$ cat config.mk
export PLATFORM = sky130hd
export DESIGN_NAME = uri_query_percent_decoder_unit
export DESIGN_NICKNAME = d
export VERILOG_FILES = /design/src/rtl/uqpd_pkg.sv /design/src/rtl/uqpd_core.sv /design/src/rtl/uqpd_resq.sv /design/src/rtl/uri_query_percent_decoder_unit.sv
export VERILOG_INCLUDE_DIRS = /design/src /design/src/rtl
export SDC_FILE = /design/constraint.sdc
export NUM_CORES = 1
export LEC_CHECK = 0
export BUFFER_PORTS_ARGS = -buffer_cell sky130_fd_sc_hd__buf_2
export CAP_MARGIN = 5
export CORE_UTILIZATION = 50
export DETAILED_ROUTE_END_ITERATION = 10
export PLACE_DENSITY = 0.76
export SYNTH_ARGS = -nofsm -noshare
export SYNTH_HDL_FRONTEND = slang
export SYNTH_SLANG_ARGS = --single-unit
$ cat constraint.sdc
create_clock -name aclk -period 9.03 [get_ports aclk]
set_clock_uncertainty 0.2 [all_clocks]
set_input_delay 1.3545 -clock aclk [delete_from_list [all_inputs] [get_ports aclk]]
set_output_delay 1.3545 -clock aclk [all_outputs]
set_load 0.02 [all_outputs]
$ cat src/rtl/assert_macros.svh
// Assertion helpers shared by the RTL files.
// Each macro takes a label, a clock, an active-low reset and the checked terms.
`ifndef ASSERT_MACROS_SVH
`define ASSERT_MACROS_SVH

// Property must hold at every rising clock edge outside reset.
`define ASSERT_ALWAYS(label, clk, rstn, prop, msg) \
    label: assert property (@(posedge clk) disable iff (!rstn) (prop)) \
        else $error(msg);

// Antecedent implies consequent in the same cycle.
`define ASSERT_IMPLY(label, clk, rstn, ante, cons, msg) \
    label: assert property (@(posedge clk) disable iff (!rstn) (ante) |-> (cons)) \
        else $error(msg);

// Antecedent implies consequent in the next cycle.
`define ASSERT_NEXT(label, clk, rstn, ante, cons, msg) \
    label: assert property (@(posedge clk) disable iff (!rstn) (ante) |=> (cons)) \
        else $error(msg);

`endif

$ cat src/rtl/uqpd_pkg.sv
// ----------------------------------------------------------------------------
// uqpd_pkg
// Shared types, character codes and result codes of the URI query decoder.
// ----------------------------------------------------------------------------
`timescale 1ns / 1ps
`default_nettype none

package uqpd_pkg;

    // Result kinds
    localparam logic [1:0] KIND_DATA     = 2'd0;
    localparam logic [1:0] KIND_PAIR_END = 2'd1;
    localparam logic [1:0] KIND_DONE     = 2'd2;

    // Part tags, also used as the parse phase
    localparam logic [1:0] PART_PATH  = 2'd0;
    localparam logic [1:0] PART_KEY   = 2'd1;
    localparam logic [1:0] PART_VALUE = 2'd2;

    // Done status
    localparam logic [1:0] ST_OK       = 2'd0;
    localparam logic [1:0] ST_BAD_ENC  = 2'd1;
    localparam logic [1:0] ST_BAD_PATH = 2'd2;

    // Escape progress
    localparam logic [1:0] ESC_NONE   = 2'd0;
    localparam logic [1:0] ESC_FIRST  = 2'd1;
    localparam logic [1:0] ESC_SECOND = 2'd2;

    // Characters
    localparam logic [7:0] CH_QUESTION = 8'h3F;
    localparam logic [7:0] CH_AMP      = 8'h26;
    localparam logic [7:0] CH_SEMI     = 8'h3B;
    localparam logic [7:0] CH_EQUAL    = 8'h3D;
    localparam logic [7:0] CH_PERCENT  = 8'h25;
    localparam logic [7:0] CH_PLUS     = 8'h2B;
    localparam logic [7:0] CH_SPACE    = 8'h20;
    localparam logic [7:0] CH_SLASH    = 8'h2F;
    localparam logic [7:0] CH_DOT      = 8'h2E;

    // Results per input item, result queue depth
    localparam int MAX_RESULTS = 3;
    localparam int QUEUE_DEPTH = 4;
    localparam int QPTR_W      = $clog2(QUEUE_DEPTH);
    localparam int QCNT_W      = $clog2(QUEUE_DEPTH + 2);
    localparam int NRES_W      = $clog2(MAX_RESULTS + 1);

    typedef struct packed {
        logic [1:0] kind;
        logic [1:0] part;
        logic [7:0] data;
        logic [1:0] status;
        logic       last;
    } result_t;

    // Results produced by one item, packed from slot 0 upward
    typedef struct packed {
        logic [NRES_W-1:0]             count;
        result_t [MAX_RESULTS-1:0]     res;
    } result_group_t;

    typedef struct packed {
        logic [1:0] phase;
        logic [1:0] esc;
        logic [3:0] high_nibble;
        logic       path_seen;
        logic       path_bad;
        logic       prev_dot;
        logic       pair_nonempty;
        logic       enc_err;
    } parse_state_t;

    // Bit 4 set means not a hex digit
    function automatic logic [4:0] hex_value(input logic [7:0] c);
        logic [4:0] v;
        v = 5'h10;
        if (c >= 8'h30 && c <= 8'h39) v = {1'b0, 4'(c - 8'h30)};
        else if (c >= 8'h61 && c <= 8'h66) v = {1'b0, 4'(c - 8'h57)};
        else if (c >= 8'h41 && c <= 8'h46) v = {1'b0, 4'(c - 8'h37)};
        return v;
    endfunction

endpackage

`default_nettype wire

$ cat src/rtl/uqpd_core.sv
// ----------------------------------------------------------------------------
// uqpd_core
// Parse state register and the per-byte decode step that yields up to three
// results for the byte held in the input register.
// ----------------------------------------------------------------------------
`timescale 1ns / 1ps
`default_nettype none

module uqpd_core (
    input  wire logic                  aclk,
    input  wire logic                  aresetn,
    input  wire logic                  advance,
    input  wire logic [7:0]            raw_byte,
    input  wire logic                  is_last,
    output uqpd_pkg::result_group_t    group
);

    uqpd_pkg::parse_state_t state_reg;
    uqpd_pkg::parse_state_t state_next;

    always_comb begin
        uqpd_pkg::parse_state_t ns;
        logic [4:0] h;
        logic       emit_data;
        logic [7:0] d;
        logic       pe_sep;
        logic       pe_end;
        logic [1:0] st;
        uqpd_pkg::result_t r;
        logic [uqpd_pkg::NRES_W-1:0] idx;

        ns        = state_reg;
        h         = uqpd_pkg::hex_value(raw_byte);
        emit_data = 1'b0;
        d         = raw_byte;
        pe_sep    = 1'b0;
        pe_end    = 1'b0;
        st        = uqpd_pkg::ST_OK;
        group     = '0;
        idx       = '0;
        r         = '0;

        if (!state_reg.enc_err) begin
            if (state_reg.esc != uqpd_pkg::ESC_NONE) begin
                if (h[4]) begin
                    ns.enc_err = 1'b1;
                end else if (state_reg.esc == uqpd_pkg::ESC_FIRST) begin
                    ns.high_nibble = h[3:0];
                    ns.esc         = uqpd_pkg::ESC_SECOND;
                end else begin
                    ns.esc    = uqpd_pkg::ESC_NONE;
                    emit_data = 1'b1;
                    d         = {state_reg.high_nibble, h[3:0]};
                end
            end else if (raw_byte == uqpd_pkg::CH_PERCENT) begin
                ns.esc = uqpd_pkg::ESC_FIRST;
                if (state_reg.phase != uqpd_pkg::PART_PATH) ns.pair_nonempty = 1'b1;
            end else if (state_reg.phase == uqpd_pkg::PART_PATH &&
                         raw_byte == uqpd_pkg::CH_QUESTION) begin
                ns.phase         = uqpd_pkg::PART_KEY;
                ns.pair_nonempty = 1'b0;
            end else if (state_reg.phase != uqpd_pkg::PART_PATH &&
                         (raw_byte == uqpd_pkg::CH_AMP || raw_byte == uqpd_pkg::CH_SEMI)) begin
                pe_sep           = state_reg.pair_nonempty;
                ns.phase         = uqpd_pkg::PART_KEY;
                ns.pair_nonempty = 1'b0;
            end else if (state_reg.phase == uqpd_pkg::PART_KEY &&
                         raw_byte == uqpd_pkg::CH_EQUAL) begin
                ns.phase         = uqpd_pkg::PART_VALUE;
                ns.pair_nonempty = 1'b1;
            end else begin
                emit_data = 1'b1;
                d = (raw_byte == uqpd_pkg::CH_PLUS) ? uqpd_pkg::CH_SPACE : raw_byte;
            end

            // path checks: must start with '/', no ".." anywhere
            if (emit_data) begin
                if (state_reg.phase == uqpd_pkg::PART_PATH) begin
                    if (!state_reg.path_seen && d != uqpd_pkg::CH_SLASH) ns.path_bad = 1'b1;
                    if (d == uqpd_pkg::CH_DOT && state_reg.prev_dot) ns.path_bad = 1'b1;
                    ns.prev_dot  = (d == uqpd_pkg::CH_DOT);
                    ns.path_seen = 1'b1;
                end else begin
                    ns.pair_nonempty = 1'b1;
                end
            end

            if (is_last && !ns.enc_err) begin
                if (ns.esc != uqpd_pkg::ESC_NONE) ns.enc_err = 1'b1;
                else if (ns.phase != uqpd_pkg::PART_PATH && ns.pair_nonempty) pe_end = 1'b1;
            end
        end

        if (ns.enc_err) st = uqpd_pkg::ST_BAD_ENC;
        else if (!ns.path_seen || ns.path_bad) st = uqpd_pkg::ST_BAD_PATH;

        // pack results in order
        if (emit_data) begin
            r      = '0;
            r.kind = uqpd_pkg::KIND_DATA;
            r.part = state_reg.phase;
            r.data = d;
            group.res[idx[1:0]] = r;
            idx = idx + 1'b1;
        end
        if (pe_sep) begin
            r      = '0;
            r.kind = uqpd_pkg::KIND_PAIR_END;
            group.res[idx[1:0]] = r;
            idx = idx + 1'b1;
        end
        if (pe_end) begin
            r      = '0;
            r.kind = uqpd_pkg::KIND_PAIR_END;
            group.res[idx[1:0]] = r;
            idx = idx + 1'b1;
        end
        if (is_last) begin
            r        = '0;
            r.kind   = uqpd_pkg::KIND_DONE;
            r.status = st;
            group.res[idx[1:0]] = r;
            idx = idx + 1'b1;
            ns = '0;
        end
        if (idx != '0) group.res[2'(idx - 1'b1)].last = 1'b1;
        group.count = idx;
        state_next  = ns;
    end

    always_ff @(posedge aclk) begin
        if (!aresetn) begin
            state_reg <= '0;
        end else if (advance) begin
            state_reg <= state_next;
        end
    end

    `include "assert_macros.svh"

    `ASSERT_ALWAYS(a_esc_code, aclk, aresetn, state_reg.esc != 2'd3, "escape stage out of range")
    `ASSERT_IMPLY(a_done_clears, aclk, aresetn, advance && is_last, state_next == '0, "state not cleared at end of URI")
    `ASSERT_IMPLY(a_path_phase_no_pair, aclk, aresetn, state_reg.phase == uqpd_pkg::PART_PATH, !state_reg.pair_nonempty, "pair flag set inside path")

endmodule

`default_nettype wire

$ cat src/rtl/uqpd_resq.sv
// ----------------------------------------------------------------------------
// uqpd_resq
// Result queue: takes up to three results per cycle when it has room, hands
// out one per transfer on the result channel.
// ----------------------------------------------------------------------------
`timescale 1ns / 1ps
`default_nettype none

module uqpd_resq (
    input  wire logic                       aclk,
    input  wire logic                       aresetn,
    input  wire logic                       push,
    input  wire uqpd_pkg::result_group_t    group,
    output logic                            room,
    output logic                            m_valid,
    input  wire logic                       m_ready,
    output uqpd_pkg::result_t               head
);

    uqpd_pkg::result_t                  mem_reg [uqpd_pkg::QUEUE_DEPTH];
    logic [uqpd_pkg::QPTR_W-1:0]        wr_ptr_reg;
    logic [uqpd_pkg::QPTR_W-1:0]        rd_ptr_reg;
    logic [uqpd_pkg::QCNT_W-1:0]        count_reg;
    logic [uqpd_pkg::QCNT_W-1:0]        count_next;
    logic [uqpd_pkg::QCNT_W-1:0]        space;
    logic [uqpd_pkg::QCNT_W-1:0]        n_push;
    logic                               pop;

    assign m_valid = (count_reg != '0);
    assign pop     = m_valid && m_ready;
    assign head    = mem_reg[rd_ptr_reg];
    assign space   = uqpd_pkg::QCNT_W'(uqpd_pkg::QUEUE_DEPTH) - count_reg
                     + uqpd_pkg::QCNT_W'(pop);
    assign room    = (uqpd_pkg::QCNT_W'(group.count) <= space);
    assign n_push  = push ? uqpd_pkg::QCNT_W'(group.count) : '0;
    assign count_next = count_reg + n_push - uqpd_pkg::QCNT_W'(pop);

    always_ff @(posedge aclk) begin
        for (int i = 0; i < uqpd_pkg::MAX_RESULTS; i++) begin
            if (push && (uqpd_pkg::NRES_W'(i) < group.count)) begin
                mem_reg[wr_ptr_reg + uqpd_pkg::QPTR_W'(i)] <= group.res[i];
            end
        end
    end

    always_ff @(posedge aclk) begin
        if (!aresetn) begin
            wr_ptr_reg <= '0;
            rd_ptr_reg <= '0;
            count_reg  <= '0;
        end else begin
            if (push) wr_ptr_reg <= wr_ptr_reg + uqpd_pkg::QPTR_W'(group.count);
            if (pop)  rd_ptr_reg <= rd_ptr_reg + 1'b1;
            count_reg <= count_next;
        end
    end

    `include "assert_macros.svh"

    `ASSERT_ALWAYS(a_no_overflow, aclk, aresetn, count_reg <= uqpd_pkg::QCNT_W'(uqpd_pkg::QUEUE_DEPTH), "result queue overflow")
    `ASSERT_IMPLY(a_push_fits, aclk, aresetn, push, room, "push without room")
    `ASSERT_NEXT(a_count_track, aclk, aresetn, !push && !pop, $stable(count_reg), "count moved without push or pop")

endmodule

`default_nettype wire

$ cat src/rtl/uri_query_percent_decoder_unit.sv
// ----------------------------------------------------------------------------
// uri_query_percent_decoder_unit
// Percent decoder for a request URI with path/query split and key/value
// pair framing; one raw byte in, zero to three tagged results out.
//
//   Channel  Dir  Handshake          Payload
//   s_       in   s_valid/s_ready    s_raw_byte, s_is_last
//   m_       out  m_valid/m_ready    m_kind, m_part, m_decoded_byte,
//                                    m_status, m_last_of_run
//
// One byte per cycle while each byte yields at most one result; the result
// queue drains one result per cycle while m_ready is high, so bytes with
// two or three results (pair ends, done) hold up later bytes. Reset
// (aresetn low, synchronous) empties the queue and returns the parser to
// the start of a URI. A stall on m_ready backs up into s_ready only once
// the queue lacks room for the next byte.
// ----------------------------------------------------------------------------
`timescale 1ns / 1ps
`default_nettype none

module uri_query_percent_decoder_unit (
    input  wire logic       aclk,
    input  wire logic       aresetn,
    input  wire logic       s_valid,
    output logic            s_ready,
    input  wire logic [7:0] s_raw_byte,
    input  wire logic       s_is_last,
    output logic            m_valid,
    input  wire logic       m_ready,
    output logic [1:0]      m_kind,
    output logic [1:0]      m_part,
    output logic [7:0]      m_decoded_byte,
    output logic [1:0]      m_status,
    output logic            m_last_of_run
);

    logic                     in_valid_reg;
    logic [7:0]               in_byte_reg;
    logic                     in_last_reg;
    logic                     advance;
    logic                     room;
    uqpd_pkg::result_group_t  group;
    uqpd_pkg::result_t        head;

    assign advance = in_valid_reg && room;
    assign s_ready = !in_valid_reg || advance;

    always_ff @(posedge aclk) begin
        if (!aresetn) begin
            in_valid_reg <= 1'b0;
        end else if (s_ready) begin
            in_valid_reg <= s_valid;
        end
    end

    always_ff @(posedge aclk) begin
        if (s_valid && s_ready) begin
            in_byte_reg <= s_raw_byte;
            in_last_reg <= s_is_last;
        end
    end

    uqpd_core u_core (
        .aclk     (aclk),
        .aresetn  (aresetn),
        .advance  (advance),
        .raw_byte (in_byte_reg),
        .is_last  (in_last_reg),
        .group    (group)
    );

    uqpd_resq u_resq (
        .aclk    (aclk),
        .aresetn (aresetn),
        .push    (advance),
        .group   (group),
        .room    (room),
        .m_valid (m_valid),
        .m_ready (m_ready),
        .head    (head)
    );

    assign m_kind         = head.kind;
    assign m_part         = head.part;
    assign m_decoded_byte = head.data;
    assign m_status       = head.status;
    assign m_last_of_run  = head.last;

    `include "assert_macros.svh"

    `ASSERT_IMPLY(a_done_ends_run, aclk, aresetn, m_valid && m_kind == uqpd_pkg::KIND_DONE, m_last_of_run, "done result not last of run")
    `ASSERT_IMPLY(a_held_blocks, aclk, aresetn, in_valid_reg && !room, !s_ready, "input taken while held byte waits")

endmodule

`default_nettype wire
==> results of run 1 <==
-- critical path, stage by stage (launching register included) --
cell	delay, ps
sky130_fd_sc_hd__edfxtp_1	520
sky130_fd_sc_hd__ha_1	330
sky130_fd_sc_hd__and4b_1	220
sky130_fd_sc_hd__or3_1	360
sky130_fd_sc_hd__and2_4	150
sky130_fd_sc_hd__o21ai_4	170
sky130_fd_sc_hd__and2_1	370
sky130_fd_sc_hd__inv_1	170
sky130_fd_sc_hd__fa_1	710
sky130_fd_sc_hd__inv_1	90
sky130_fd_sc_hd__ha_1	400
sky130_fd_sc_hd__a21o_1	280
sky130_fd_sc_hd__inv_1	160
sky130_fd_sc_hd__ha_1	340
sky130_fd_sc_hd__nand2b_1	80
sky130_fd_sc_hd__a221oi_1	70
sky130_fd_sc_hd__buf_4	180
sky130_fd_sc_hd__nor3_2	620
sky130_fd_sc_hd__clkinv_1	430
sky130_fd_sc_hd__ha_1	410
sky130_fd_sc_hd__fa_1	440
sky130_fd_sc_hd__xor2_1	170
sky130_fd_sc_hd__xnor2_1	120
sky130_fd_sc_hd__and2_1	150
-- per-layer routing --
metal	share of wire [%]	wire length [um]	vias up
met5	0	0	-
met4	1.8	212	0
met3	7.5	893	22
met2	47	5570	169
met1	44	5280	1916
li1	-	-	1902
-- layout make-up --
cell class	count	share of cell area (%)
timing repair buffer	33	3.01
inverter	22	1.42
sequential	92	43.6
clock inverter	7	1.38
tap	136	2.93
multi-input combinational	359	45.6
clock buffer	9	2.13
-- cells in the final DEF (no fill, tap or decap), types with 4 or more instances in the layout --
master	count
sky130_fd_sc_hd__clkbuf_8	9
sky130_fd_sc_hd__nand2b_1	5
sky130_fd_sc_hd__nor2b_1	18
sky130_fd_sc_hd__dfxtp_1	23
sky130_fd_sc_hd__nand3_1	14
sky130_fd_sc_hd__nand2_1	29
sky130_fd_sc_hd__nand4_1	4
sky130_fd_sc_hd__buf_4	4
sky130_fd_sc_hd__a31oi_1	6
sky130_fd_sc_hd__nor4_1	9
sky130_fd_sc_hd__xnor2_1	7
sky130_fd_sc_hd__ha_1	19
sky130_fd_sc_hd__and3_1	6
sky130_fd_sc_hd__and2_1	6
sky130_fd_sc_hd__mux2i_1	10
sky130_fd_sc_hd__o21ai_0	17
sky130_fd_sc_hd__a211oi_1	4
sky130_fd_sc_hd__mux4_2	15
sky130_fd_sc_hd__o31ai_1	5
sky130_fd_sc_hd__a21oi_1	23
sky130_fd_sc_hd__nor3_1	17
sky130_fd_sc_hd__nor2_1	59
sky130_fd_sc_hd__o21ai_1	6
sky130_fd_sc_hd__buf_2	29
sky130_fd_sc_hd__inv_1	21
sky130_fd_sc_hd__o22ai_1	4
sky130_fd_sc_hd__or3_1	6
sky130_fd_sc_hd__edfxtp_1	69
sky130_fd_sc_hd__a21boi_0	4
-- through the flow --
stage               total power, mW  setup WS [ps]  hold WS (ps)  instances
global placement               1.01           2140           265        642
finish                         1.31           1740           299        658
global route                   1.38           1250           325        658
floorplan                     0.905           2460           238        497
detailed placement             1.02           1900           271        642
CTS                            1.31           1840           296        658
-- cell families after synthesis --
| family | after synthesis | synth area share (%) |
|---|---|---|
| AND/OR/NAND/NOR | 198 | 20.1 |
| AO/OA/AOI/OAI | 104 | 14.1 |
| flip-flops | 92 | 47.2 |
| buffers and inverters | 46 | 3.45 |
| adder cells (fa/ha/maj) | 21 | 5.18 |
| multiplexers | 26 | 8.37 |
| XOR/XNOR | 10 | 1.63 |
-- power by group --
group          leakage (nW)  total (mW)  switching (mW)  internal [mW]
logic                  1.08       0.418           0.244          0.174
clock network         0.108       0.296           0.163          0.133
registers             0.830       0.596          0.0654          0.530
-- Yosys cell counts, types with 4 or more instances --
master and instances:
sky130_fd_sc_hd__nor3_1 17, sky130_fd_sc_hd__a211oi_1 4, sky130_fd_sc_hd__dfxtp_1 23, sky130_fd_sc_hd__inv_1 21
sky130_fd_sc_hd__nand3_1 14, sky130_fd_sc_hd__mux4_2 15, sky130_fd_sc_hd__nand2b_1 5, sky130_fd_sc_hd__o31ai_1 5
sky130_fd_sc_hd__xnor2_1 7, sky130_fd_sc_hd__ha_1 19, sky130_fd_sc_hd__nand4_1 4, sky130_fd_sc_hd__o22ai_1 4
sky130_fd_sc_hd__a21oi_1 23, sky130_fd_sc_hd__nand2_1 29, sky130_fd_sc_hd__mux2i_1 10, sky130_fd_sc_hd__or3_1 6
sky130_fd_sc_hd__nor2b_1 18, sky130_fd_sc_hd__buf_2 4, sky130_fd_sc_hd__a31oi_1 6, sky130_fd_sc_hd__a21boi_0 4
sky130_fd_sc_hd__nor2_1 59, sky130_fd_sc_hd__o21ai_0 20, sky130_fd_sc_hd__and3_1 6, sky130_fd_sc_hd__edfxtp_1 69
sky130_fd_sc_hd__clkbuf_1 16, sky130_fd_sc_hd__nor4_1 9, sky130_fd_sc_hd__and2_1 6
-- worst max-delay path by stage --
stage                                  start                        endpoint  slack, ps  depth (start not counted)
floorplan           in_byte_reg[0]$_DFFE_PP_  u_resq.mem_reg[2][0]$_DFFE_PP_       2460                         22
global placement    in_byte_reg[0]$_DFFE_PP_  u_resq.count_reg[2]$_SDFF_PN0_       2140                         23
detailed placement  in_byte_reg[0]$_DFFE_PP_  u_resq.count_reg[2]$_SDFF_PN0_       1900                         23
CTS                 in_byte_reg[0]$_DFFE_PP_  u_resq.count_reg[2]$_SDFF_PN0_       1840                         23
global route        in_byte_reg[0]$_DFFE_PP_  u_resq.count_reg[2]$_SDFF_PN0_       1250                         23
finish              in_byte_reg[0]$_DFFE_PP_  u_resq.count_reg[2]$_SDFF_PN0_       1740                         23
==> metrics.json, run 1 <==
{
  "timing.hold.worst.class": {"value": "flip-flop to flip-flop"},
  "vias": {"value": 4009},
  "worst-path-max-fanout": {"value": 13},
  "gp_congestion": {"value": 0.950},
  "design.die.area": {"value": 11200, "unit": "um2"},
  "critical_path.endpoint_type": {"value": "flip-flop"},
  "grt_max_degree": {"value": 27},
  "chipWidth": {"value": 106, "unit": "um"},
  "dp_hpwl": {"value": 8.55, "unit": "mm"},
  "synth_enable_flop_cells": {"value": 69},
  "first_pass_iteration_count_of_the_detailed_router": {"value": 6},
  "synth-seq-area-share": {"value": 47.2, "unit": "%"},
  "multi_input_comb_area": {"value": 2650, "unit": "um2"},
  "leakage_power": {"value": 2.02, "unit": "nW"},
  "min_from": {"value": "u_core.state_reg[4]$_SDFFE_PN0N_"},
  "finalWorstPathRequiredPeriod": {"value": 7290, "unit": "ps"},
  "period_share": {"value": 80.7, "unit": "%"},
  "largest_reg_flops": {"value": 60},
  "setup_viol_count_final": {"value": 0},
  "critical_path.startpoint_type": {"value": "flip-flop"},
  "yosys_register_bits": {"value": 92},
  "clk_latency": {"value": 370, "unit": "ps"},
  "synth_warnings": {"value": 0},
  "grt_remaining_overflow": {"value": 0},
  "proportion_of_synthesized_flip_flops_having_asynchronous_set_or_reset": {"value": 0, "unit": "%"},
  "cap_violations": {"value": 0},
  "worst_ir_drop_vdd": {"value": 0.104, "unit": "mV"},
  "synth_top_area_cell": {"value": "sky130_fd_sc_hd__edfxtp_1"},
  "top_level_ports": {"value": 30},
  "detail_route.iter0.violations": {"value": 403},
  "yosysTopAreaCellShare": {"value": 38.6, "unit": "%"},
  "busiest_layer": {"value": "met2"},
  "unrepaired_setup_endpoints_after_global_routing": {"value": "false"},
  "nets_in_the_synthesized_netlist": {"value": 531},
  "core-area": {"value": 10400, "unit": "um2"},
  "whs_endpoint": {"value": "u_core.state_reg[4]$_SDFFE_PN0N_"},
  "tightest_slew": {"value": 1080, "unit": "ps"},
  "max_slew_margin": {"value": 27.7, "unit": "%"},
  "placement.cell_area": {"value": 5610, "unit": "um2"},
  "power_density": {"value": 225, "unit": "nW/um2"},
  "netlist_instances": {"value": 497},
  "area.sequential": {"value": 2530, "unit": "um2"},
  "achievable-frequency": {"value": 137, "unit": "MHz"},
  "clkSlewWorstSetupHoldPaths": {"value": 110, "unit": "ps"},
  "grt_util_met1": {"value": 30.2, "unit": "%"},
  "area_of_the_mapped_netlist": {"value": 5370, "unit": "um2"},
  "number_of_h_tree_levels": {"value": 3},
  "grt_antenna_before_repair": {"value": 0},
  "route.final.wire_length": {"value": 12.0, "unit": "mm"},
  "cts.sink_count": {"value": 92},
  "vias_in_the_first_global_route": {"value": 3902},
  "synth_flop_cell": {"value": "sky130_fd_sc_hd__edfxtp_1"},
  "detail-route-antenna-nets": {"value": 0},
  "antenna_cells": {"value": 0},
  "postLayoutCellArea": {"value": 5810, "unit": "um2"},
  "critPathArrivalTime": {"value": 7350, "unit": "ps"},
  "cts_root_buf": {"value": "sky130_fd_sc_hd__clkbuf_8"},
  "drive_gt1_share": {"value": 16.7, "unit": "%"},
  "syn_to_final_growth": {"value": 8.32, "unit": "%"},
  "nFillCells": {"value": 922},
  "grt_use_total": {"value": 22.9, "unit": "%"},
  "placement.io_buffers": {"value": 29},
  "outcome": {"value": "complete, no violations"},
  "initial_core_util": {"value": 51.7, "unit": "%"},
  "worstSetupPathType": {"value": "flip-flop to flip-flop"},
  "grtUsageMet2": {"value": 36.7, "unit": "%"},
  "post_synth_num_cell_types": {"value": 74},
  "holdBufCountCts": {"value": 0},
  "avgSynthCellArea": {"value": 10.8, "unit": "um2"},
  "placement_rows": {"value": 37},
  "finalMaxSlewViolations": {"value": 0},
  "clock_tree_from_tritoncts": {"value": "yes"},
  "r2r_setup_slack": {"value": 1740, "unit": "ps"},
  "die_y_extent": {"value": 106, "unit": "um"},
  "whs_path_cells": {"value": 2},
  "grt_first_pass_wirelength": {"value": 19.7, "unit": "mm"},
  "finalSetupTns": {"value": 0, "unit": "ps"},
  "startpoint_of_the_worst_slack_reg_to_reg_timing_path": {"value": "in_byte_reg[0]$_DFFE_PP_"},
  "cts_buffers": {"value": 9},
  "global_route_met3_utilization": {"value": 5.63, "unit": "%"},
  "netlist_top_cells_area": {"value": "sky130_fd_sc_hd__edfxtp_1 (39%), sky130_fd_sc_hd__dfxtp_1 (8.6%), sky130_fd_sc_hd__mux4_2 (6.3%), sky130_fd_sc_hd__ha_1 (4.4%), sky130_fd_sc_hd__nor2_1 (4.1%)"},
  "cp_data_required_time": {"value": 9090, "unit": "ps"},
  "wire_per_inst": {"value": 18.2, "unit": "um"},
  "layout.core_utilization": {"value": 56.1, "unit": "%"},
  "cts-root-to-sink-buffers": {"value": 2},
  "hold_viol": {"value": 0},
  "routed_via_density": {"value": 6.09},
  "post_cts_buffers": {"value": 0},
  "final_net_count": {"value": 551},
  "post_cts.resized_instances": {"value": 0},
  "worst-r2r-cell-count": {"value": 23},
  "drcViolationCount": {"value": 0},
  "timing.rr.end": {"value": "u_resq.count_reg[2]$_SDFF_PN0_"}
}
No activity file was read; power rests on OpenSTA's default activity.
==> inputs of run 2 (changes only) <==
--- a/config.mk
+++ b/config.mk
@@ -10,7 +10,7 @@
 export CAP_MARGIN = 5
 export CORE_UTILIZATION = 50
 export DETAILED_ROUTE_END_ITERATION = 10
-export PLACE_DENSITY = 0.76
+export PLACE_DENSITY = 0.79
 export SYNTH_ARGS = -nofsm -noshare
 export SYNTH_HDL_FRONTEND = slang
 export SYNTH_SLANG_ARGS = --single-unit
==> constraint.sdc (replaced) <==
create_clock -name aclk -period 6.6 [get_ports aclk]
set_clock_uncertainty 0.2 [all_clocks]
set_input_delay 0.99 -clock aclk [delete_from_list [all_inputs] [get_ports aclk]]
set_output_delay 0.99 -clock aclk [all_outputs]
set_load 0.02 [all_outputs]
==> run 2 against run 1 <==
Final cell count up 0.91%. Clock-buffer cell count unchanged. Clock power up 22%. Combinational power is 42% higher. Register-to-register slack lost 1200 ps. Critical path depth down 6. Via count increased by 1.1%. Critical path type is now flip-flop to output port. Die area unchanged. Flip-flop and latch count stayed put.
==> metrics.json, run 2 (synthesis gave the netlist of run 1 again) <==
{
  "outcome": {"value": "complete, no violations"},
  "achievable-frequency": {"value": 159, "unit": "MHz"},
  "whs_path_cells": {"value": 2, "change": "unchanged"},
  "chipWidth": {"value": 106, "unit": "um", "change": "unchanged"},
  "finalSetupTns": {"value": 0, "unit": "ps", "change": "unchanged"},
  "core-area": {"value": 10400, "unit": "um2", "change": "unchanged"},
  "grt_first_pass_wirelength": {"value": 20.1, "unit": "mm", "change": "+1.9%"},
  "route.final.wire_length": {"value": 12.2, "unit": "mm", "change": "+2.3%"},
  "whs_endpoint": {"value": "u_core.state_reg[4]$_SDFFE_PN0N_"},
  "syn_to_final_growth": {"value": 8.81, "unit": "%"},
  "dp.cells": {"value": 648, "change": "+0.93%"},
  "critical_path.startpoint_type": {"value": "flip-flop"},
  "critPathArrivalTime": {"value": 5100, "unit": "ps", "change": "-2250 ps"},
  "wire_per_inst": {"value": 18.4, "unit": "um", "change": "+1.3%"},
  "drive_gt1_share": {"value": 18.0, "unit": "%", "change": "+1.3 points"},
  "antenna_cells": {"value": 0, "change": "unchanged"},
  "vias_in_the_first_global_route": {"value": 3883, "change": "-0.49%"},
  "multi_input_comb_area": {"value": 2660, "unit": "um2", "change": "+0.33%"},
  "detail-route-antenna-nets": {"value": 0, "change": "unchanged"},
  "initial_core_util": {"value": 51.7, "unit": "%", "change": "unchanged"},
  "drcViolationCount": {"value": 0, "change": "unchanged"},
  "total_power": {"value": 1.76, "unit": "mW", "change": "+35%"},
  "cts-root-to-sink-buffers": {"value": 2, "change": "unchanged"},
  "layout.cells.most_common": {"value": "sky130_fd_sc_hd__edfxtp_1"},
  "die_y_extent": {"value": 106, "unit": "um", "change": "unchanged"},
  "hold_viol": {"value": 0, "change": "unchanged"},
  "r2r_setup_slack": {"value": 520, "unit": "ps", "change": "-1220 ps"},
  "cts_buffers": {"value": 9, "change": "unchanged"},
  "worst-r2r-cell-count": {"value": 23, "change": "unchanged"},
  "layout.core_utilization": {"value": 56.3, "unit": "%", "change": "+0.25 points"},
  "detail_route.iter0.violations": {"value": 382, "change": "-5.2%"},
  "cap_violations": {"value": 0, "change": "unchanged"},
  "startpoint_of_the_worst_slack_reg_to_reg_timing_path": {"value": "in_byte_reg[0]$_DFFE_PP_"},
  "finalWorstPathRequiredPeriod": {"value": 6290, "unit": "ps"},
  "max_slew_margin": {"value": 27.0, "unit": "%", "change": "-0.70 points"},
  "design.die.area": {"value": 11200, "unit": "um2", "change": "unchanged"},
  "min_from": {"value": "u_core.state_reg[4]$_SDFFE_PN0N_"},
  "grt_antenna_before_repair": {"value": 0, "change": "unchanged"},
  "grt_remaining_overflow": {"value": 0, "change": "unchanged"},
  "worst_ir_drop_vdd": {"value": 0.135, "unit": "mV", "change": "+30%"},
  "critical_path.endpoint_type": {"value": "output port"},
  "finalMaxSlewViolations": {"value": 0, "change": "unchanged"},
  "vias": {"value": 4055, "change": "+1.1%"},
  "cts_root_buf": {"value": "sky130_fd_sc_hd__clkbuf_8"},
  "period_share": {"value": 95.3, "unit": "%"},
  "grt_max_degree": {"value": 27, "change": "unchanged"},
  "placement_rows": {"value": 37, "change": "unchanged"},
  "worst-path-max-fanout": {"value": 16, "change": "+3"},
  "first_pass_iteration_count_of_the_detailed_router": {"value": 5, "change": "-1"},
  "clk_latency": {"value": 380, "unit": "ps", "change": "about the same"},
  "final_net_count": {"value": 557, "change": "+1.1%"},
  "routed_via_density": {"value": 6.11, "change": "+0.23%"},
  "number_of_h_tree_levels": {"value": 3, "change": "unchanged"},
  "cts.sink_count": {"value": 92, "change": "unchanged"},
  "nFillCells": {"value": 890, "change": "-3.5%"},
  "tightest_slew": {"value": 1090, "unit": "ps", "change": "+10.4 ps"},
  "power_density": {"value": 302, "unit": "nW/um2", "change": "+34%"},
  "timing.rr.end": {"value": "u_resq.count_reg[2]$_SDFF_PN0_"},
  "area.sequential": {"value": 2530, "unit": "um2", "change": "unchanged"},
  "leakage_power": {"value": 2.03, "unit": "nW", "change": "+0.25%"},
  "unrepaired_setup_endpoints_after_global_routing": {"value": "false"},
  "largest_reg_flops": {"value": 60, "change": "unchanged"},
  "grt_use_total": {"value": 23.4, "unit": "%", "change": "+0.49 points"},
  "most_used_cells_in_the_layout_excluding_fill_and_tap_cells": {"value": "sky130_fd_sc_hd__edfxtp_1 (69), sky130_fd_sc_hd__nor2_1 (59), sky130_fd_sc_hd__nand2_1 (29), sky130_fd_sc_hd__buf_2 (29)"},
  "dp_hpwl": {"value": 8.79, "unit": "mm", "change": "+2.8%"},
  "cp_data_required_time": {"value": 5410, "unit": "ps", "change": "-3680 ps"},
  "timing.hold.worst.class": {"value": "flip-flop to flip-flop"},
  "placement.io_buffers": {"value": 29, "change": "unchanged"},
  "setup_viol_count_final": {"value": 0, "change": "unchanged"},
  "worstSetupPathType": {"value": "flip-flop to output port"},
  "clock_tree_from_tritoncts": {"value": "yes"},
  "top_level_ports": {"value": 30, "change": "unchanged"},
  "gp_congestion": {"value": 0.946, "change": "-0.40%"},
  "clkSlewWorstSetupHoldPaths": {"value": 100, "unit": "ps", "change": "about the same"},
  "count_of_non_filler_cells_in_the_finished_layout": {"value": 664, "change": "+0.91%"}
}
==> run 2: cell types whose count changed in the layout (fill, tap and decap cells not counted), sizes merged <==
cell      previous run  this run
buf                 33        39
inv                 25        22
clkinv               3         5
clkinvlp             0         2
bufinv               1         0
==> run 2: how the worst max path moves through the flow <==
stage	start	endpoint	slack, ps	cells past startpoint
5_1_grt	in_byte_reg[0]$_DFFE_PP_	s_ready	2	18
2_1_floorplan	in_byte_reg[0]$_DFFE_PP_	u_resq.mem_reg[2][0]$_DFFE_PP_	30	22
4_1_cts	in_byte_reg[0]$_DFFE_PP_	s_ready	100	18
3_5_place_dp	in_byte_reg[0]$_DFFE_PP_	u_resq.count_reg[2]$_SDFF_PN0_	390	23
6_report	in_byte_reg[0]$_DFFE_PP_	s_ready	310	17
3_3_place_gp	in_byte_reg[0]$_DFFE_PP_	u_resq.count_reg[2]$_SDFF_PN0_	600	23
==> run 2: worst max-delay path, cell delays in order, from the launching register on <==
cell                       delay (ps)
sky130_fd_sc_hd__edfxtp_1         530
sky130_fd_sc_hd__ha_1             300
sky130_fd_sc_hd__or3b_1           400
sky130_fd_sc_hd__and3_1           300
sky130_fd_sc_hd__o21ai_4          280
sky130_fd_sc_hd__o21ai_4          110
sky130_fd_sc_hd__and2_2           280
sky130_fd_sc_hd__inv_1            140
sky130_fd_sc_hd__fa_1             420
sky130_fd_sc_hd__buf_4            180
sky130_fd_sc_hd__xnor2_1          390
sky130_fd_sc_hd__inv_2            230
sky130_fd_sc_hd__ha_1             250
sky130_fd_sc_hd__nand2b_1         130
sky130_fd_sc_hd__a221oi_1         250
sky130_fd_sc_hd__buf_4            230
sky130_fd_sc_hd__nand2_1           90
sky130_fd_sc_hd__buf_2            170
==> run 2: metrics by stage <==
step / hold slack (ps) / instance area [um2] / setup WS (ps)
CTS: 304 / 5830 / 103
global placement: 249 / 5650 / 598
finish: 311 / 5840 / 313
floorplan: 238 / 5370 / 34.2
global route: 346 / 5840 / 2.09
detailed placement: 270 / 5650 / 391
==> run 2: what timing repair did <==
action	in CTS	in global routing
hold buffers	0	0
gates resized for setup	0	4
setup buffers	0	0
endpoints found under the setup margin	0	2
==> run 2: routing by layer <==
layer | GRT usage (%) | wire length [um]
met3 | 3.09 | 703
met4 | 8.83 | 218
met2 | 38.3 | 5810
met5 | 0 | 0
met1 | 31.7 | 5500
==> run 2: layout make-up <==
cell class	count	share of cell area, %
Clock inverter	7	0.900
Clock buffer	9	2.12
Sequential cell	92	43.4
Multi-Input combinational cell	359	45.5
Inverter	22	1.41
Tap cell	136	2.91
Timing Repair Buffer	39	3.77
==> run 2: power breakdown <==
part,internal (mW),switching (mW),leakage [nW],total (mW)
Combinational,0.249,0.343,1.11,0.592
Sequential,0.726,0.0863,0.830,0.812
Clock,0.139,0.222,0.0848,0.361
==> inputs of run 3 (changes only) <==
--- a/config.mk
+++ b/config.mk
@@ -6,7 +6,7 @@
 export SDC_FILE = /design/constraint.sdc
 export NUM_CORES = 1
 export LEC_CHECK = 0
-export BUFFER_PORTS_ARGS = -buffer_cell sky130_fd_sc_hd__buf_2
+export BUFFER_PORTS_ARGS = -buffer_cell sky130_fd_sc_hd__clkbuf_2
 export CAP_MARGIN = 5
 export CORE_UTILIZATION = 50
 export DETAILED_ROUTE_END_ITERATION = 10
==> constraint.sdc (replaced) <==
create_clock -name aclk -period 5.05 [get_ports aclk]
set_clock_uncertainty 0.2 [all_clocks]
set_input_delay 0.7575 -clock aclk [delete_from_list [all_inputs] [get_ports aclk]]
set_output_delay 0.7575 -clock aclk [all_outputs]
set_load 0.02 [all_outputs]
==> run 3 against run 2 <==
The flow now finishes with violations (negative setup slack). Final area is 10% higher. Via count is 4.0% higher. Non-clock buffer count is 43 higher. Largest power group unchanged. Register-to-register slack worse by 530 ps. Flip-flop and latch count stayed put. Critical path type unchanged. Worst setup slack worse by 360 ps. Worst hold slack worse by 21 ps.
==> metrics.json, run 3 (synthesis gave the netlist of run 1 again) <==
{
  "outcome": {"value": "finished, violations left"},
  "violations_in_the_final_reports": {"value": "negative setup slack"},
  "detail-route-antenna-nets": {"value": 0, "change": "unchanged"},
  "clock_tree_from_tritoncts": {"value": "yes"},
  "total_power": {"value": 2.50, "unit": "mW", "change": "+42%"},
  "worst-r2r-cell-count": {"value": 24, "change": "+4.3%"},
  "critPathArrivalTime": {"value": 4130, "unit": "ps", "change": "-970 ps"},
  "leakage_power": {"value": 2.29, "unit": "nW", "change": "+13%"},
  "top_level_ports": {"value": 30, "change": "unchanged"},
  "initial_core_util": {"value": 51.7, "unit": "%", "change": "unchanged"},
  "area.sequential": {"value": 2530, "unit": "um2", "change": "unchanged"},
  "worstSetupPathType": {"value": "flip-flop to output port"},
  "hold-worst-slack": {"value": 291, "unit": "ps", "change": "-20.8 ps"},
  "placement.io_buffers": {"value": 29, "change": "unchanged"},
  "most_used_cells_in_the_layout_excluding_fill_and_tap_cells": {"value": "sky130_fd_sc_hd__edfxtp_1 (69), sky130_fd_sc_hd__nor2_1 (55), sky130_fd_sc_hd__buf_4 (49)"},
  "clk_latency": {"value": 370, "unit": "ps", "change": "about the same"},
  "timing.rr.end": {"value": "u_resq.count_reg[2]$_SDFF_PN0_"},
  "min_from": {"value": "u_core.state_reg[4]$_SDFFE_PN0N_"},
  "whs_endpoint": {"value": "u_core.state_reg[4]$_SDFFE_PN0N_"},
  "dp_hpwl": {"value": 9.16, "unit": "mm", "change": "+4.2%"},
  "wire_per_inst": {"value": 17.5, "unit": "um", "change": "-4.8%"},
  "core-area": {"value": 10400, "unit": "um2", "change": "unchanged"},
  "timing.hold.worst.class": {"value": "flip-flop to flip-flop"},
  "vias": {"value": 4216, "change": "+4.0%"},
  "grtUsageMet2": {"value": 39.1, "unit": "%", "change": "+0.85 points"},
  "cts_root_buf": {"value": "sky130_fd_sc_hd__clkbuf_8"},
  "chipWidth": {"value": 106, "unit": "um", "change": "unchanged"},
  "final_net_count": {"value": 600, "change": "+7.7%"},
  "max_slew_margin": {"value": 25.9, "unit": "%", "change": "-1.1 points"},
  "drive_gt1_share": {"value": 31.2, "unit": "%", "change": "+13 points"},
  "layout.core_utilization": {"value": 62.1, "unit": "%", "change": "+5.8 points"},
  "busiest_layer": {"value": "met2"},
  "critical_path.endpoint_type": {"value": "output port"},
  "dp_worst_setup_slack": {"value": -60.3, "unit": "ps", "change": "-452 ps"},
  "clkSlewWorstSetupHoldPaths": {"value": 100, "unit": "ps", "change": "about the same"},
  "critical_path.startpoint_type": {"value": "flip-flop"},
  "vias_in_the_first_global_route": {"value": 4065, "change": "+4.7%"},
  "grt_max_degree": {"value": 27, "change": "unchanged"},
  "timing.final.ws_setup": {"value": -41.9, "unit": "ps", "change": "-355 ps"},
  "nFillCells": {"value": 831, "change": "-6.6%"},
  "global_route_met3_utilization": {"value": 3.77, "unit": "%", "change": "+0.68 points"},
  "achievable-frequency": {"value": 196, "unit": "MHz"},
  "placement_rows": {"value": 37, "change": "unchanged"},
  "grt_antenna_before_repair": {"value": 0, "change": "unchanged"},
  "drcViolationCount": {"value": 0, "change": "unchanged"},
  "gp_congestion": {"value": 0.862, "change": "-8.9%"},
  "routed_via_density": {"value": 5.96, "change": "-2.4%"},
  "finalWorstPathRequiredPeriod": {"value": 5090, "unit": "ps"},
  "worst-path-max-fanout": {"value": 4, "change": "-12"},
  "hold_viol": {"value": 0, "change": "unchanged"},
  "setup_viol_count_final": {"value": 2, "change": "+2"},
  "cts_buffers": {"value": 9, "change": "unchanged"},
  "power_density": {"value": 388, "unit": "nW/um2", "change": "+28%"},
  "grt_use_total": {"value": 23.6, "unit": "%", "change": "+0.18 points"},
  "cp_data_required_time": {"value": 4090, "unit": "ps", "change": "-1320 ps"},
  "route.final.wire_length": {"value": 12.4, "unit": "mm", "change": "+1.3%"},
  "design.die.area": {"value": 11200, "unit": "um2", "change": "unchanged"},
  "r2r_setup_slack": {"value": -10, "unit": "ps", "change": "-530 ps"},
  "grt_first_pass_wirelength": {"value": 20.4, "unit": "mm", "change": "+1.6%"},
  "layout.cells.most_common": {"value": "sky130_fd_sc_hd__edfxtp_1"},
  "startpoint_of_the_worst_slack_reg_to_reg_timing_path": {"value": "in_byte_reg[1]$_DFFE_PP_"},
  "tightest_slew": {"value": 1100, "unit": "ps", "change": "+16.1 ps"},
  "detail_route.iter0.violations": {"value": 327, "change": "-14%"},
  "largest_reg_flops": {"value": 60, "change": "unchanged"},
  "number_of_h_tree_levels": {"value": 3, "change": "unchanged"},
  "cts-root-to-sink-buffers": {"value": 2, "change": "unchanged"},
  "grt_util_met1": {"value": 31.6, "unit": "%", "change": "-0.14 points"},
  "unrepaired_setup_endpoints_after_global_routing": {"value": "true"},
  "die_y_extent": {"value": 106, "unit": "um", "change": "unchanged"},
  "holdBufCountCts": {"value": 0, "change": "unchanged"},
  "first_pass_iteration_count_of_the_detailed_router": {"value": 5, "change": "unchanged"},
  "multi_input_comb_area": {"value": 2860, "unit": "um2", "change": "+7.7%"},
  "whs_path_cells": {"value": 2, "change": "unchanged"},
  "antenna_cells": {"value": 0, "change": "unchanged"},
  "grt_remaining_overflow": {"value": 0, "change": "unchanged"},
  "worst_ir_drop_vdd": {"value": 0.160, "unit": "mV", "change": "+19%"},
  "period_share": {"value": 101, "unit": "%"},
  "syn_to_final_growth": {"value": 20.0, "unit": "%"},
  "finalMaxSlewViolations": {"value": 0, "change": "unchanged"},
  "cts.sink_count": {"value": 92, "change": "unchanged"},
  "cap_violations": {"value": 0, "change": "unchanged"}
}
==> run 3: changes by cell type in the layout (fill, tap and decap cells not counted), moves of 4 or more <==
cell / change
sky130_fd_sc_hd__buf_4: +39
sky130_fd_sc_hd__buf_2: -29
sky130_fd_sc_hd__clkbuf_2: +28
sky130_fd_sc_hd__ha_1: -6
sky130_fd_sc_hd__inv_1: -5
sky130_fd_sc_hd__nor2_1: -4
==> run 3: repair_timing <==
item | CTS | global route
gates resized for setup | 15 | 16
endpoints found under the hold margin | 0 | 0
endpoints found under the setup margin | 19 | 75
pin swaps | 1 | 5
setup buffers | 2 | 2
==> run 3: power breakdown <==
group	switching (mW)	leakage (nW)	internal [mW]
combinational	0.515	1.36	0.423
clock	0.269	0.0999	0.245
sequential	0.101	0.830	0.947
total	0.885	2.29	1.61
==> run 3: worst max path at each step <==
| stage | cells past startpoint | from | end | slack, ps |
|---|---|---|---|---|
| final | 17 | in_byte_reg[0]$_DFFE_PP_ | s_ready | -40 |
| after detailed placement | 21 | in_byte_reg[1]$_DFFE_PP_ | u_resq.mem_reg[1][2]$_DFFE_PP_ | -60 |
| after global routing | 19 | in_byte_reg[1]$_DFFE_PP_ | s_ready | -240 |
| after floorplan | 26 | in_byte_reg[0]$_DFFE_PP_ | u_resq.count_reg[2]$_SDFF_PN0_ | -290 |
| after CTS | 18 | in_byte_reg[0]$_DFFE_PP_ | s_ready | -50 |
| after global placement | 21 | in_byte_reg[1]$_DFFE_PP_ | u_resq.mem_reg[1][2]$_DFFE_PP_ | 40 |
==> run 3: metrics by stage <==
stage               instance area [um2]  cells  setup TNS (ps)
floorplan                          5490    497          -10210
global placement                   6080    687               0
detailed placement                 6080    687            -107
CTS                                6360    705           -51.5
global route                       6440    707           -5660
finish                             6440    707           -56.6
==> run 3: critical path, cell delays in order (launching register included) <==
cell                       delay [ps]
sky130_fd_sc_hd__edfxtp_1         460
sky130_fd_sc_hd__ha_2             230
sky130_fd_sc_hd__and4b_1          180
sky130_fd_sc_hd__or3_1            370
sky130_fd_sc_hd__nand3_1          130
sky130_fd_sc_hd__o21ai_1          110
sky130_fd_sc_hd__a21o_1           240
sky130_fd_sc_hd__fa_2             600
sky130_fd_sc_hd__inv_2             50
sky130_fd_sc_hd__ha_4             260
sky130_fd_sc_hd__a21o_4           120
sky130_fd_sc_hd__inv_4             40
sky130_fd_sc_hd__ha_4             280
sky130_fd_sc_hd__nand2b_4          60
sky130_fd_sc_hd__a221oi_4         260
sky130_fd_sc_hd__buf_4            170
sky130_fd_sc_hd__nand2_2           50
sky130_fd_sc_hd__clkbuf_8         160
==> run 3: layout make-up <==
class,count,share of cell area (%)
Tap cell,136,2.64
Multi-Input combinational cell,359,44.4
Clock inverter,5,0.933
Timing Repair Buffer,82,9.07
Sequential cell,92,39.3
Clock buffer,11,2.20
Inverter,22,1.38
==> run 3: layer usage <==
layer | wire (um) | up-vias
met5 | 0 | -
met4 | 225 | 0
met3 | 717 | 18
met2 | 6060 | 164
met1 | 5390 | 2029
li1 | - | 2005
